==> config.mk <==
export PLATFORM = sky130hd
export DESIGN_NAME = peer_presence_table
export DESIGN_NICKNAME = d
export VERILOG_FILES = /design/src/sv/ppt_pkg.sv /design/src/sv/ppt_ram.sv /design/src/sv/ppt_ctrl.sv /design/src/sv/peer_presence_table.sv
export SDC_FILE = /design/constraint.sdc
export NUM_CORES = 1
export LEC_CHECK = 0
export BUFFER_PORTS_ARGS = -buffer_cell sky130_fd_sc_hd__buf_2
export CAP_MARGIN = 20
export CELL_PAD_IN_SITES_DETAIL_PLACEMENT = 2
export CELL_PAD_IN_SITES_GLOBAL_PLACEMENT = 2
export CORE_ASPECT_RATIO = 1.4
export CORE_UTILIZATION = 47
export CTS_BUF_LIST = sky130_fd_sc_hd__clkbuf_16
export DETAILED_ROUTE_END_ITERATION = 7
export PLACE_DENSITY = 0.88
export SKIP_CTS_REPAIR_TIMING = 1
export SLEW_MARGIN = 10
export SYNTH_ARGS = -nofsm -noshare
export SYNTH_HDL_FRONTEND = slang
export SYNTH_HIERARCHICAL = 1
export SYNTH_SLANG_ARGS = --single-unit
export TNS_END_PERCENT = 5
==> constraint.sdc <==
create_clock -name clk -period 10.2 [get_ports clk]
set_input_delay 1.53 -clock clk [delete_from_list [all_inputs] [get_ports clk]]
set_output_delay 1.53 -clock clk [all_outputs]
set_load 0.05 [all_outputs]
==> src/sv/ppt_pkg.sv <==
`timescale 1ns / 1ps
// ----------------------------------------------------------------------------
// ppt_pkg
// Shared types and constants for the peer presence table.
// ----------------------------------------------------------------------------
package ppt_pkg;

	localparam int ID_W     = 8;
	localparam int TIME_W   = 32;
	localparam int WORD_W   = ID_W + TIME_W;
	localparam int SEEN_W   = 4;
	localparam int CFG_IDX_W  = 2;
	localparam int CFG_DATA_W = 32;

	localparam logic [TIME_W-1:0] EXPIRE_RESET   = 32'd15000;
	localparam logic [TIME_W-1:0] WINDOW_RESET   = 32'd10000;
	localparam logic [SEEN_W-1:0] MIN_SEEN_RESET = 4'd2;
	localparam logic [SEEN_W-1:0] SEEN_MAX       = 4'd15;

	localparam logic [CFG_IDX_W-1:0] CFG_EXPIRE   = 2'd0;
	localparam logic [CFG_IDX_W-1:0] CFG_WINDOW   = 2'd1;
	localparam logic [CFG_IDX_W-1:0] CFG_MIN_SEEN = 2'd2;

	localparam logic REQ_HEARTBEAT = 1'b0;
	localparam logic REQ_SWEEP     = 1'b1;

	typedef enum logic [2:0] {
		STAT_REFRESHED = 3'd0,
		STAT_INSERTED  = 3'd1,
		STAT_FULL      = 3'd2,
		STAT_ZERO_ID   = 3'd3,
		STAT_SWEEP     = 3'd4
	} status_t;

	typedef struct packed {
		logic              req_type;
		logic [ID_W-1:0]   peer_id;
		logic [TIME_W-1:0] now_time;
	} req_t;

	typedef struct packed {
		logic [2:0]        status;
		logic [SEEN_W-1:0] seen_count;
		logic              group_present;
	} rsp_t;

	typedef struct packed {
		logic [TIME_W-1:0] expire_time;
		logic [TIME_W-1:0] window_time;
		logic [SEEN_W-1:0] min_seen;
	} cfg_t;

endpackage

==> src/sv/ppt_ram.sv <==
`timescale 1ns / 1ps
`default_nettype none
// ----------------------------------------------------------------------------
// ppt_ram
// Generic simple dual-port RAM, one write port, one registered read port.
// ----------------------------------------------------------------------------
module ppt_ram #(
	parameter int WIDTH = 40,
	parameter int DEPTH = 12
) (
	input  wire logic                                   clk,
	input  wire logic                                   we,
	input  wire logic [(DEPTH > 1 ? $clog2(DEPTH) : 1)-1:0] waddr,
	input  wire logic [WIDTH-1:0]                       wdata,
	input  wire logic                                   re,
	input  wire logic [(DEPTH > 1 ? $clog2(DEPTH) : 1)-1:0] raddr,
	output logic      [WIDTH-1:0]                       rdata
);

	logic [WIDTH-1:0] mem [DEPTH];

	always_ff @(posedge clk) begin
		if (we) begin
			mem[waddr] <= wdata;
		end
		if (re) begin
			rdata <= mem[raddr];
		end
	end

endmodule
`default_nettype wire

==> src/sv/ppt_ctrl.sv <==
`timescale 1ns / 1ps
`default_nettype none
// ----------------------------------------------------------------------------
// ppt_ctrl
// Table walker: reads entries one per cycle, evaluates, writes back.
// ----------------------------------------------------------------------------
module ppt_ctrl #(
	parameter int TABLE_ENTRIES = 12
) (
	input  wire logic          clk,
	input  wire logic          arst_n,
	input  wire logic          start,
	input  wire ppt_pkg::req_t req,
	input  wire ppt_pkg::cfg_t cfg,
	output logic               busy,
	output logic               done,
	output ppt_pkg::rsp_t      rsp
);

	localparam int IW   = (TABLE_ENTRIES > 1) ? $clog2(TABLE_ENTRIES) : 1;
	localparam int CW   = $clog2(TABLE_ENTRIES + 1);
	localparam int CMPW = (CW > ppt_pkg::SEEN_W) ? CW : ppt_pkg::SEEN_W;
	localparam logic [IW-1:0] LAST_IDX = IW'(TABLE_ENTRIES - 1);

	typedef enum logic [1:0] {
		S_IDLE = 2'b01,
		S_SCAN = 2'b10
	} state_t;

	state_t                      state_q;
	ppt_pkg::req_t               req_q;
	logic [IW-1:0]               rd_idx_q;
	logic                        rd_act_q;
	logic                        vld_s1;
	logic [IW-1:0]               idx_s1;
	logic [TABLE_ENTRIES-1:0]    valid_q;
	logic                        free_found_q;
	logic [IW-1:0]               free_idx_q;
	logic [CW-1:0]               cnt_q;
	logic                        done_q;
	ppt_pkg::rsp_t               rsp_q;

	logic                        accept;
	logic [ppt_pkg::WORD_W-1:0]  rd_word;
	logic [ppt_pkg::ID_W-1:0]    rd_id;
	logic [ppt_pkg::TIME_W-1:0]  rd_time;
	logic [ppt_pkg::TIME_W-1:0]  age;
	logic                        occ;
	logic                        hit;
	logic                        expired;
	logic                        recent;
	logic                        last;
	logic                        free_now;
	logic [IW-1:0]               free_sel;
	logic                        finish;
	logic                        we;
	logic [IW-1:0]               waddr;
	logic [ppt_pkg::WORD_W-1:0]  wdata;
	logic [2:0]                  fin_status;
	logic [CW-1:0]               cnt_next;
	logic [CMPW-1:0]             cnt_ext;
	logic [CMPW-1:0]             min_ext;
	logic                        is_sweep;

	assign accept   = start && (state_q == S_IDLE);
	assign is_sweep = (req_q.req_type == ppt_pkg::REQ_SWEEP);
	assign rd_id    = rd_word[ppt_pkg::WORD_W-1 -: ppt_pkg::ID_W];
	assign rd_time  = rd_word[ppt_pkg::TIME_W-1:0];

	ppt_ram #(
		.WIDTH(ppt_pkg::WORD_W),
		.DEPTH(TABLE_ENTRIES)
	) u_ram (
		.clk  (clk),
		.we   (we),
		.waddr(waddr),
		.wdata(wdata),
		.re   (rd_act_q),
		.raddr(rd_idx_q),
		.rdata(rd_word)
	);

	// evaluate the entry returned by the read issued last cycle
	always_comb begin
		occ      = vld_s1 && valid_q[idx_s1] && (rd_id != '0);
		age      = req_q.now_time - rd_time;
		hit      = occ && !is_sweep && (rd_id == req_q.peer_id);
		expired  = occ && is_sweep && (age > cfg.expire_time);
		recent   = occ && is_sweep && !expired && (age <= cfg.window_time);
		last     = vld_s1 && (idx_s1 == LAST_IDX);
		free_now = free_found_q || (vld_s1 && !occ);
		free_sel = free_found_q ? free_idx_q : idx_s1;
		cnt_next = cnt_q + CW'(recent);
		finish   = hit || last;
		we       = 1'b0;
		waddr    = idx_s1;
		wdata    = {rd_id, req_q.now_time};
		if (is_sweep) begin
			fin_status = ppt_pkg::STAT_SWEEP;
		end else if (hit) begin
			fin_status = ppt_pkg::STAT_REFRESHED;
		end else if (free_now) begin
			fin_status = ppt_pkg::STAT_INSERTED;
		end else begin
			fin_status = ppt_pkg::STAT_FULL;
		end
		if (hit) begin
			we = 1'b1;
		end else if (expired) begin
			we    = 1'b1;
			wdata = '0;
		end else if (last && !is_sweep && free_now) begin
			we    = 1'b1;
			waddr = free_sel;
			wdata = {req_q.peer_id, req_q.now_time};
		end
		cnt_ext = CMPW'(cnt_next);
		min_ext = CMPW'(cfg.min_seen);
	end

	always_ff @(posedge clk or negedge arst_n) begin
		if (!arst_n) begin
			state_q      <= S_IDLE;
			rd_act_q     <= 1'b0;
			vld_s1       <= 1'b0;
			valid_q      <= '0;
			done_q       <= 1'b0;
			free_found_q <= 1'b0;
			cnt_q        <= '0;
		end else begin
			done_q <= 1'b0;
			if (we) begin
				valid_q[waddr] <= 1'b1;
			end
			case (state_q)
				S_IDLE: begin
					if (accept) begin
						if (req.req_type == ppt_pkg::REQ_HEARTBEAT && req.peer_id == '0) begin
							done_q <= 1'b1;
						end else begin
							state_q  <= S_SCAN;
							rd_act_q <= 1'b1;
						end
						free_found_q <= 1'b0;
						cnt_q        <= '0;
					end
				end
				S_SCAN: begin
					vld_s1 <= rd_act_q;
					if (rd_act_q && rd_idx_q == LAST_IDX) begin
						rd_act_q <= 1'b0;
					end
					if (vld_s1 && !occ && !free_found_q) begin
						free_found_q <= 1'b1;
					end
					cnt_q <= cnt_next;
					if (finish) begin
						state_q  <= S_IDLE;
						rd_act_q <= 1'b0;
						vld_s1   <= 1'b0;
						done_q   <= 1'b1;
					end
				end
				default: begin
					state_q  <= S_IDLE;
					rd_act_q <= 1'b0;
					vld_s1   <= 1'b0;
				end
			endcase
		end
	end

	// payload registers
	always_ff @(posedge clk) begin
		if (accept) begin
			req_q    <= req;
			rd_idx_q <= '0;
			rsp_q    <= '{status: ppt_pkg::STAT_ZERO_ID, seen_count: '0, group_present: 1'b0};
		end else if (state_q == S_SCAN) begin
			if (rd_act_q && rd_idx_q != LAST_IDX) begin
				rd_idx_q <= rd_idx_q + 1'b1;
			end
			idx_s1 <= rd_idx_q;
			if (vld_s1 && !occ && !free_found_q) begin
				free_idx_q <= idx_s1;
			end
			if (finish) begin
				rsp_q.status <= fin_status;
				if (is_sweep) begin
					rsp_q.seen_count    <= (cnt_ext > CMPW'(ppt_pkg::SEEN_MAX)) ?
						ppt_pkg::SEEN_MAX : cnt_ext[ppt_pkg::SEEN_W-1:0];
					rsp_q.group_present <= (cnt_ext >= min_ext);
				end else begin
					rsp_q.seen_count    <= '0;
					rsp_q.group_present <= 1'b0;
				end
			end
		end
	end

	assign busy = (state_q == S_SCAN);
	assign done = done_q;
	assign rsp  = rsp_q;

endmodule
`default_nettype wire

==> src/sv/peer_presence_table.sv <==
`timescale 1ns / 1ps
`default_nettype none
// ----------------------------------------------------------------------------
// peer_presence_table
// Neighbor table with aging: heartbeat refresh/insert, sweep with eviction
// and recent-peer count.
// ----------------------------------------------------------------------------
// A transfer is taken when start is high and busy is low. Each request yields
// exactly one result, shown on rsp for a single cycle while done is high; the
// receiver cannot stall it, so it must capture rsp whenever done is set.
// Entries live in one RAM (id and timestamp per word) walked one entry per
// cycle through its single read port, so a sweep, or a heartbeat that finds
// no match, walks the whole table before the next start can be taken. A
// heartbeat that matches an entry finishes at that entry; a heartbeat from
// id zero is answered the next cycle and leaves the table untouched. After
// reset the table is empty at once: a per-entry valid flop masks words never
// written. Config registers are written through cfg_we/cfg_idx/cfg_wdata;
// the user must do so only while the block is idle, which the block itself
// does not enforce; an index beyond min_seen is ignored.
// ----------------------------------------------------------------------------
module peer_presence_table #(
	parameter int TABLE_ENTRIES = 12
) (
	input  wire logic                               clk,
	input  wire logic                               arst_n,
	// request channel
	input  wire logic                               start,
	input  wire ppt_pkg::req_t                      req,
	output logic                                    busy,
	// result channel
	output logic                                    done,
	output ppt_pkg::rsp_t                           rsp,
	// config write port
	input  wire logic                               cfg_we,
	input  wire logic [ppt_pkg::CFG_IDX_W-1:0]      cfg_idx,
	input  wire logic [ppt_pkg::CFG_DATA_W-1:0]     cfg_wdata
);

	ppt_pkg::cfg_t cfg_q;

	// config registers
	always_ff @(posedge clk or negedge arst_n) begin
		if (!arst_n) begin
			cfg_q.expire_time <= ppt_pkg::EXPIRE_RESET;
			cfg_q.window_time <= ppt_pkg::WINDOW_RESET;
			cfg_q.min_seen    <= ppt_pkg::MIN_SEEN_RESET;
		end else if (cfg_we) begin
			case (cfg_idx)
				ppt_pkg::CFG_EXPIRE:   cfg_q.expire_time <= cfg_wdata;
				ppt_pkg::CFG_WINDOW:   cfg_q.window_time <= cfg_wdata;
				ppt_pkg::CFG_MIN_SEEN: cfg_q.min_seen    <= cfg_wdata[ppt_pkg::SEEN_W-1:0];
				default: ;
			endcase
		end
	end

	// table walker with the entry RAM
	ppt_ctrl #(
		.TABLE_ENTRIES(TABLE_ENTRIES)
	) u_ctrl (
		.clk   (clk),
		.arst_n(arst_n),
		.start (start),
		.req   (req),
		.cfg   (cfg_q),
		.busy  (busy),
		.done  (done),
		.rsp   (rsp)
	);

	// a result never appears while a walk is still running
	a_done_idle: assert property (@(posedge clk) disable iff (!arst_n)
		done |-> !busy)
		else $error("result strobe while busy");

	// id zero heartbeat is answered in the next cycle
	a_zero_id: assert property (@(posedge clk) disable iff (!arst_n)
		(start && !busy && req.req_type == ppt_pkg::REQ_HEARTBEAT && req.peer_id == '0)
		|=> (done && rsp.status == ppt_pkg::STAT_ZERO_ID))
		else $error("id zero heartbeat not answered at once");

	// heartbeat results carry no count
	a_hb_fields: assert property (@(posedge clk) disable iff (!arst_n)
		(done && rsp.status != ppt_pkg::STAT_SWEEP)
		|-> (rsp.seen_count == '0 && !rsp.group_present))
		else $error("heartbeat result with count");

	// a walk ends with exactly one strobe
	a_one_result: assert property (@(posedge clk) disable iff (!arst_n)
		$fell(busy) |-> $past(busy) && done)
		else $error("walk ended without result");

endmodule
`default_nettype wire

==> impl_metrics.ini, run 1 <==
[floorplan]
die_area_um2 = 63230
die_w_um = 212.8
die-height_um = 297.1
start_util_pct = 47.79
placeableCoreArea_um2 = 61180
pin_count = 89
std_cell_rows = 107

[global_route]
grt_pass1_wl_mm = 145.3
grt_pass1_vias = 19900
grt_max_degree = 132
grt_antenna_before_repair = 2
track_usage_pct = 32.17
overflow = 0

[cells_and_area]
fin_area_um2 = 32770
drive_above_1_share_pct = 22.86
fillers = 5415
syn2layout_area_growth_pct = 12.06
finalNetCount = 2089

[timing]
finalHoldViolCount = 0
clock_skew_ps = 24.38
max_slew.worst_pin.slew_ps = 1175
period_needed_ps = 8038
slew_violations = 0
slew_headroom_pct = 20.84
period_share_pct = 78.81
clock.fmax_ghz = 0.1244
hold_ws_ps = 461.1
rsz0062_at_grt = no
setup_viol = 0
setup_tns_ps = 0

[power]
combPwrFrac_pct = 34.7
clkPwrFrac_pct = 27.0
p_seq_share_pct = 38.3
swShare_pct = 36.68
fin_total_pwr_mw = 9.328
p_switching_mw = 3.421
leakage_nw = 11.79
ir_worst_vdd_uv = 202.4
powerDensity_nw_per_um2 = 284.7
internal_power_mw = 5.907

[detailed_routing]
drtIter0Drc = 1723
ant_nets = 0
num_vias = 17790
wl_per_cell_um = 35.82
route.detailed.drc = 0
firstDrtPassIters = 5
routed_wl_mm = 99.34
via_per_inst = 6.417

[run]
cap_violations = 0

[worst_setup_path]
worstPathMaxFanout = 36
crit_path_start_kind = flip-flop
worstPathRequired_ps = 10440
critPathCaptureType = flip-flop
critPathKind = reg -> reg
reg2reg_slack_ps = 2160
critPathArrivalTime_ps = 8280

[yosys]
synth_top_area_share_pct = 58.44
synth-seq-cells = 671
synth-edff-count = 569
syn_area_um2 = 29240
synth_top_area_cell = edfxtp_1
syn-num-nets = 1970
ys_types = 77
synth_area_leaders = edfxtp_1 58%, dfrtp_1 6.5%, mux4_2 6.4%
ys_top_cells_by_count = 569 x edfxtp_1, 126 x inv_1, 104 x ha_1, 85 x mux2i_1, 83 x mux4_2
yosysSeqAreaShare_pct = 67.02
synth_warnings = 6
netlist_instances = 1786
async_reset_ff_share_pct = 13.41
synth.most_common_cell = edfxtp_1
synth_area_per_cell_um2 = 16.37
synth-main-ff-cell = edfxtp_1

[clocking]
cts_tree = built
cts.clk_slew.worst_paths_ps = 70
htreeDepth = 3
clk_path_buf_depth = 3
numCtsBuffers = 67
cts.root.buffer_cell = clkbuf_16
cts_sinks = 671
clock_latency_ps = 620

[placement]
dp_hpwl_mm = 60.97
dpl_cell_area_um2 = 30620
place.gp.congestion = 0.8592
io_buffers = 88

[hold_path]
hold_class = reg -> reg

[status]
status = finished clean
registers in the layout, summed over array words and instances (netlist names):
name	count
u_ctrl/req_q	40
u_ctrl/rd_idx_q	4
u_ctrl/vld_s1	1
u_ctrl/is_sweep	1
u_ctrl/u_ram/mem	480
u_ctrl/done	1
u_ctrl/valid_q	12
u_ctrl/idx_s1	4
u_ctrl/rd_act_q	1
u_ctrl/free_idx_q	4
u_ctrl/state_q	2
cfg_q	68
u_ctrl/rsp	8
u_ctrl/free_found_q	1
u_ctrl/cnt_q	4
u_ctrl/u_ram/rdata	40
worst max-delay path, cell delays in order, from the launching register on:
cell      delay [ps]
edfxtp_1         380
inv_1            100
ha_1             200
inv_1             70
fa_1             440
a211oi_1         230
o21ai_0          230
nor4_1           670
o211ai_1         370
nand3_1          250
and4_1           310
nor2_1           120
xor2_1           210
ha_1             310
nand4_1          220
nor4_1           540
nand2b_1         130
a31oi_1          400
o21ai_2          110
buf_4            340
nand2_1          230
nand3b_1         320
nor3_2           770
buf_4            680
worst paths after layout:
path	start	end	cells past startpoint
min reg2reg	u_ctrl/rsp[4]	u_ctrl/rsp[4]	2
max	u_ctrl/req_q[0]	u_ctrl/u_ram/mem[8][19]	23
max reg2reg	u_ctrl/req_q[0]	u_ctrl/u_ram/mem[8][19]	23
max in group asynchronous	arst_n	u_ctrl/rd_act_q	2
min in group asynchronous	arst_n	cfg_q[34]	1
min	u_ctrl/rsp[4]	u_ctrl/rsp[4]	2
final cells by class:
type	instances	area (µm²)	share of cell area, %
sequential	671	19610	59.83
timing repair buffer	112	635.6	1.940
tap	817	1022	3.120
clock inverter	50	406.6	1.241
antenna	1	2.502	0.007637
clock buffer	69	1727	5.270
inverter	126	473.0	1.443
multi-input combinational	927	8895	27.15
metrics by stage:
stage	instances	util [%]	setup WS [ps]
floorplan	1786	-	2485
global placement	2652	50.05	3360
detailed placement	2652	50.05	2748
CTS	2771	53.54	2317
global route	2772	53.55	1814
finish	2773	53.56	2162
power groups by stage:
stage                     combinational [mW]  sequential [mW]  clock, mW
after global placement                  2.64             3.57          0
after detailed placement                3.02             3.60          0
after global routing                    3.42             3.58       2.63
after floorplan                         2.01             3.51          0
after CTS                               3.19             3.56       2.56
final                                   3.24             3.57       2.52
layer usage:
metal	global-route usage [%]	routed length, µm	up-vias
met1	39.37	37830	9503
met4	15.01	4620	2
met2	55.77	51670	822
met5	0	9	-
met3	4.540	5211	238
li1	-	-	7229
kinds of logic (layout without fill, tap and decap cells):
family	Yosys count	count (layout)	synth area share, %
other	0	1	0
flip-flops	671	671	67.02
multiplexers	239	239	12.04
buffers and inverters	188	357	2.923
adder cells (fa/ha/maj)	105	105	4.519
AO/OA/AOI/OAI	289	289	7.784
AND/OR/NAND/NOR	260	260	4.699
XOR/XNOR	34	34	1.018
cell usage in the layout, fill, tap and decap left out, types with 37 or more instances in the layout:
cell and count:
mux2i_1 85, nand2_1 49, buf_2 87, ha_1 104, a21o_1 37, clkbuf_16 69, mux2_2 69, nor2_1 48
a21oi_1 58, edfxtp_1 569, mux4_2 83, dfrtp_1 75, inv_1 138
Note: power is estimated with default switching activity, not from simulation.
==> run 2: changes to the inputs <==
==> constraint.sdc (replaced) <==
create_clock -name clk -period 7.9 [get_ports clk]
set_input_delay 1.185 -clock clk [delete_from_list [all_inputs] [get_ports clk]]
set_output_delay 1.185 -clock clk [all_outputs]
set_load 0.05 [all_outputs]
==> impl_metrics.ini, run 2 (synthesis results as in run 1) <==
[cells_and_area]
finalNetCount = 2094
syn2layout_area_growth_pct = 12.29
layout_common_cells = 569 x edfxtp_1, 139 x inv_1, 104 x ha_1
num_antenna_cells = 0
top_register = u_ctrl/u_ram/mem
drive_above_1_share_pct = 23.16
largest_reg_flops = 480
mostFrequentLayoutCell = edfxtp_1
top_regs = u_ctrl/u_ram/mem x480, cfg_q x68
final_cells = 2782

[hold_path]
hold_class = reg -> reg

[timing]
clock_skew_ps = 25.36
rsz0062_at_grt = no
hold_ws_ps = 479.2
clock.fmax_ghz = 0.1305
setup_viol = 0
setup_tns_ps = 0
finalHoldViolCount = 0
period_needed_ps = 7662
max_slew.worst_pin.slew_ps = 1124
slew_violations = 0
slew_headroom_pct = 24.76
period_share_pct = 96.99
layout_setup_ws_ps = 238.1

[global_route]
overflow = 0
grt_max_degree = 113
grt_antenna_before_repair = 2
track_usage_pct = 33.23
grt_pass1_wl_mm = 149.0
grt_pass1_vias = 20280

[run]
cap_violations = 0

[detailed_routing]
route.detailed.drc = 0
wl_met2_mm = 52.90
drtIter0Drc = 1881
firstDrtPassIters = 5
wl_met1_mm = 38.14
via_per_inst = 6.512
met3_length_mm = 5.742
top_layer_used = met4
routed_wl_mm = 103.0
wl_per_cell_um = 37.01
num_vias = 18120
ant_nets = 0

[clocking]
clk_path_buf_depth = 3
cts.clk_slew.worst_paths_ps = 70
htreeDepth = 3
cts_sinks = 671
cts.root.buffer_cell = clkbuf_16
clock_latency_ps = 620
cts_tree = built
numCtsBuffers = 68

[worst_setup_path]
cp-startpoint = u_ctrl/req_q[0]
critPathCaptureType = flip-flop
crit_path_start_kind = flip-flop
critPathKind = reg -> reg
critPathArrivalTime_ps = 7900
crit_path_end = u_ctrl/u_ram/mem[9][28]
worstPathRequired_ps = 8140
reg2reg_slack_ps = 240
r2r_cells = 22
worstReg2RegEnd = u_ctrl/u_ram/mem[9][28]
worstPathMaxFanout = 25
r2r_start = u_ctrl/req_q[0]

[floorplan]
placeableCoreArea_um2 = 61180
die_area_um2 = 63230
die_w_um = 212.8
std_cell_rows = 107
die-height_um = 297.1
pin_count = 89
start_util_pct = 47.79

[power]
leakage_nw = 11.84
ir_worst_vdd_uv = 166.7
powerDensity_nw_per_um2 = 371.6

[placement]
dp_cells = 2656
dp_hpwl_mm = 60.58
post-place-ws_ps = 752.2
io_buffers = 88
place.gp.congestion = 0.8575

[status]
status = finished clean
[run 2: cell count changes in the layout (fill, tap and decap cells not counted)]
cell	previous run	this run
inv_2	1	3
clkinv_4	0	1
inv_6	3	4
clkinv_1	13	14
diode_2	1	0
clkbuf_16	69	70
clkinv_8	2	0
clkinv_2	11	12
inv_16	0	1
buf_4	24	27
inv_1	138	139
clkinvlp_4	2	1
clkbuf_2	0	1
[run 2: where the power goes]
part,leakage [nW],switching [mW],internal (mW)
clock,1.13,1.48,1.82
sequential,6.33,0.295,4.34
combinational,4.38,2.76,1.51
[run 2: per-layer routing]
metal	GRT usage (%)	vias to the layer above
met5	0	-
met4	18.36	0
met3	4.318	349
met2	57.56	1005
met1	39.77	9523
li1	-	7240
[run 2: stage by stage]
step / power [mW] / cell area [µm²] / utilization, %
2_1_floorplan: 7.128 / 29240 / -
3_3_place_gp: 7.998 / 30650 / 50.10
3_5_place_dp: 8.537 / 30650 / 50.10
4_1_cts: 12.16 / 32830 / 53.66
5_1_grt: 12.53 / 32830 / 53.67
6_report: 12.20 / 32830 / 53.67
[run 2: area by class of cell]
class,count,area [µm²]
fillers,5408,28350
repair buffers,116,663.1
clock buffers,70,1752
multi-input cells,927,8895
inverters,126,473.0
well taps,817,1022
clock inverters,55,424.2
flip-flops and latches,671,19610
[run 2: worst min-delay path by stage]
stage | slack [ps] | cells past startpoint | end | start
after floorplan | 420 | 0 | u_ctrl/free_idx_q[0] | u_ctrl/idx_s1[0]
after global routing | 490 | 1 | u_ctrl/valid_q[2] | u_ctrl/valid_q[2]
after global placement | 430 | 1 | u_ctrl/valid_q[10] | u_ctrl/valid_q[10]
final | 480 | 1 | u_ctrl/valid_q[2] | u_ctrl/valid_q[2]
after CTS | 480 | 1 | u_ctrl/valid_q[2] | u_ctrl/valid_q[2]
after detailed placement | 450 | 1 | u_ctrl/valid_q[4] | u_ctrl/valid_q[4]
[run 2: worst max-delay path, stage by stage, from the launching register on]
cell	delay [ps]
edfxtp_1	390
inv_1	100
ha_1	190
inv_1	80
fa_1	450
a211oi_1	260
o21ai_0	270
nor4_1	470
o211ai_1	320
nand3_1	240
and4_1	310
nor2_1	110
xor2_1	230
ha_1	360
nand4_1	250
nor4_1	480
nand2b_1	180
a31oi_1	390
o21ai_2	190
nand2_1	240
nand3b_1	400
nor2_4	690
buf_4	630
==> run 3: changes to the inputs <==
--- a/config.mk
+++ b/config.mk
@@ -13,11 +13,10 @@
 export CORE_UTILIZATION = 47
 export CTS_BUF_LIST = sky130_fd_sc_hd__clkbuf_16
 export DETAILED_ROUTE_END_ITERATION = 7
-export PLACE_DENSITY = 0.88
+export PLACE_DENSITY = 0.86
 export SKIP_CTS_REPAIR_TIMING = 1
 export SLEW_MARGIN = 10
 export SYNTH_ARGS = -nofsm -noshare
 export SYNTH_HDL_FRONTEND = slang
-export SYNTH_HIERARCHICAL = 1
 export SYNTH_SLANG_ARGS = --single-unit
 export TNS_END_PERCENT = 5
==> impl_metrics.ini, run 3 <==
[hold_path]
hold_class = reg -> reg
holdPathStages = 2
min_from = u_ctrl.rsp[4]
hold_end = u_ctrl.rsp[4]

[timing]
max_slew.worst_pin.slew_ps = 1237
period_share_pct = 98.07
layout_setup_ws_ps = 152.6
clock.fmax_ghz = 0.1291
slew_violations = 0
setup_tns_ps = 0
slew_headroom_pct = 17.38
setup_viol = 0
finalHoldViolCount = 0
clock_skew_ps = 25.86
hold_ws_ps = 461.4
period_needed_ps = 7747
rsz0062_at_grt = no

[cells_and_area]
syn2layout_area_growth_pct = 13.22
layout_common_cells = 569 x edfxtp_1, 135 x inv_1, 124 x nand2_1
mostFrequentLayoutCell = edfxtp_1
top_regs = u_ctrl.u_ram.mem x480, cfg_q x68
top_register = u_ctrl.u_ram.mem
fin_area_um2 = 32680
fillers = 5421
seqCellArea_um2 = 19610
num_antenna_cells = 0
drive_above_1_share_pct = 21.26
final_util_pct = 53.77
finalNetCount = 2106
final_cells = 2793
multi_input_area_um2 = 8650
largest_reg_flops = 480

[yosys]
ys_types = 70
synth-seq-cells = 671
synth_area_leaders = edfxtp_1 59%, mux4_2 9.4%, dfrtp_1 6.6%
synth_warnings = 0
async_reset_ff_share_pct = 13.41
yosysSeqAreaShare_pct = 67.89
syn_area_um2 = 28870
synth_top_area_share_pct = 59.19
synth-edff-count = 569
syn-num-nets = 1984
netlist_instances = 1800
ys_top_cells_by_count = 569 x edfxtp_1, 124 x nand2_1, 121 x mux4_2, 117 x inv_1, 104 x ha_1
synth-main-ff-cell = edfxtp_1
synth_area_per_cell_um2 = 16.04
synth_top_area_cell = edfxtp_1
synth.most_common_cell = edfxtp_1

[floorplan]
die-height_um = 295.2
pin_count = 89
start_util_pct = 47.49
std_cell_rows = 107
die_area_um2 = 62420
die_w_um = 211.4
placeableCoreArea_um2 = 60780

[detailed_routing]
via_per_inst = 6.350
num_vias = 17740
routed_wl_mm = 98.58
firstDrtPassIters = 8
ant_nets = 0
drtIter0Drc = 1692
wl_per_cell_um = 35.29
route.detailed.drc = 2

[worst_setup_path]
critPathCaptureType = flip-flop
worstReg2RegEnd = u_ctrl.u_ram.mem[10][23]
critPathKind = reg -> reg
crit_path_start_kind = flip-flop
worstPathMaxFanout = 23
r2r_cells = 20
critPathArrivalTime_ps = 8050
worstPathRequired_ps = 8200
r2r_start = u_ctrl.req_q[1]
reg2reg_slack_ps = 150
cpMaxStageDelayCell = a2111oi_0
cp_cell_sequence = ha_1 -> nor2b_1 -> o2111ai_1 -> a31oi_1 -> o21ai_0 -> a21oi_1 -> o31ai_1 -> mux2i_1 -> a2111oi_0 -> ha_1 -> nand4_1 -> nor3_1 -> nor3b_1 -> o31a_1 -> o211a_1 -> or3_1 -> a21oi_1 -> buf_4 -> nor2_4 -> buf_12
critPathMaxStageDelay_ps = 690

[power]
powerDensity_nw_per_um2 = 324.0
fin_total_pwr_mw = 10.59
ir_worst_vdd_uv = 180.7
leakage_nw = 11.60

[global_route]
track_usage_pct = 32.48
overflow = 0
grt_antenna_before_repair = 1
grt_max_degree = 97
grt_pass1_vias = 19600
grt_pass1_wl_mm = 144.0

[clocking]
numCtsBuffers = 67
cts_sinks = 671
clk_path_buf_depth = 3
cts_tree = built
cts.clk_slew.worst_paths_ps = 60
cts.root.buffer_cell = clkbuf_16
clock_latency_ps = 630
htreeDepth = 3

[placement]
io_buffers = 88
dp_cells = 2664
post-place-ws_ps = 413.4
dp_hpwl_mm = 59.78
place.gp.congestion = 0.8505
dpl_cell_area_um2 = 30420

[status]
status = complete, but fails checks
violations = DRC

[run]
cap_violations = 0
[run 3: cell count changes in the layout (fill, tap and decap cells not counted), sizes merged, moves of 15 or more]
cell,before,now
a22oi,42,0
and2,35,3
mux2,71,38
mux2i,85,53
mux4,83,123
nand2,50,124
nor2b,11,43
o21ai,35,102
o21bai,1,16
o221ai,40,1
[run 3: metal layers]
metal / global-route usage, % / part of all wire (%) / routed length [µm]
met5: 0 / 0 / 0
met4: 15.61 / 5.1 / 5031
met2: 56.38 / 52 / 50790
met1: 39.83 / 37 / 36960
met3: 4.706 / 5.9 / 5796
[run 3: report_power, final]
| group | switching [mW] | internal [mW] | leakage (nW) | total, mW |
|---|---|---|---|---|
| Combinational | 1.85 | 1.01 | 4.11 | 2.86 |
| Sequential | 0.182 | 4.22 | 6.34 | 4.40 |
| Clock | 1.48 | 1.85 | 1.15 | 3.33 |
| Total | 3.51 | 7.08 | 11.6 | 10.6 |
[run 3: cell families after synthesis]
kind of cell	share of synthesized area (%)
mux	12.96
xor+xnor	1.214
simple gates	5.314
buf+inv	2.462
fa+ha+maj	4.577
flops	67.89
compound gates	5.587
[run 3: worst max-delay path: cells and delay by family, from the launching register on]
family,cells,cell delay (ps)
AOI/OAI and AO/OA,9,3730
and+or+nand+nor,6,1960
adders and majority gates,2,550
buffers and inverters,2,530
DFF,1,450
muxes,1,160
[run 3: area by class of cell]
class	count	share of cell area, %
flip-flops and latches	671	60.01
multi-input cells	943	26.47
clock buffers	70	5.360
well taps	817	3.128
repair buffers	122	2.301
clock inverters	53	1.394
inverters	117	1.344
[run 3: worst max path at each step]
stage,startpoint,to,cells after the start
global placement,u_ctrl.req_q[1],u_ctrl.u_ram.mem[10][17],20
detailed placement,u_ctrl.req_q[1],u_ctrl.u_ram.mem[8][3],20
global route,u_ctrl.u_ram.rdata[1],u_ctrl.u_ram.mem[10][23],21
CTS,u_ctrl.req_q[1],u_ctrl.u_ram.mem[8][23],20
finish,u_ctrl.req_q[1],u_ctrl.u_ram.mem[10][23],20
floorplan,u_ctrl.req_q[1],u_ctrl.u_ram.mem[0][0],18
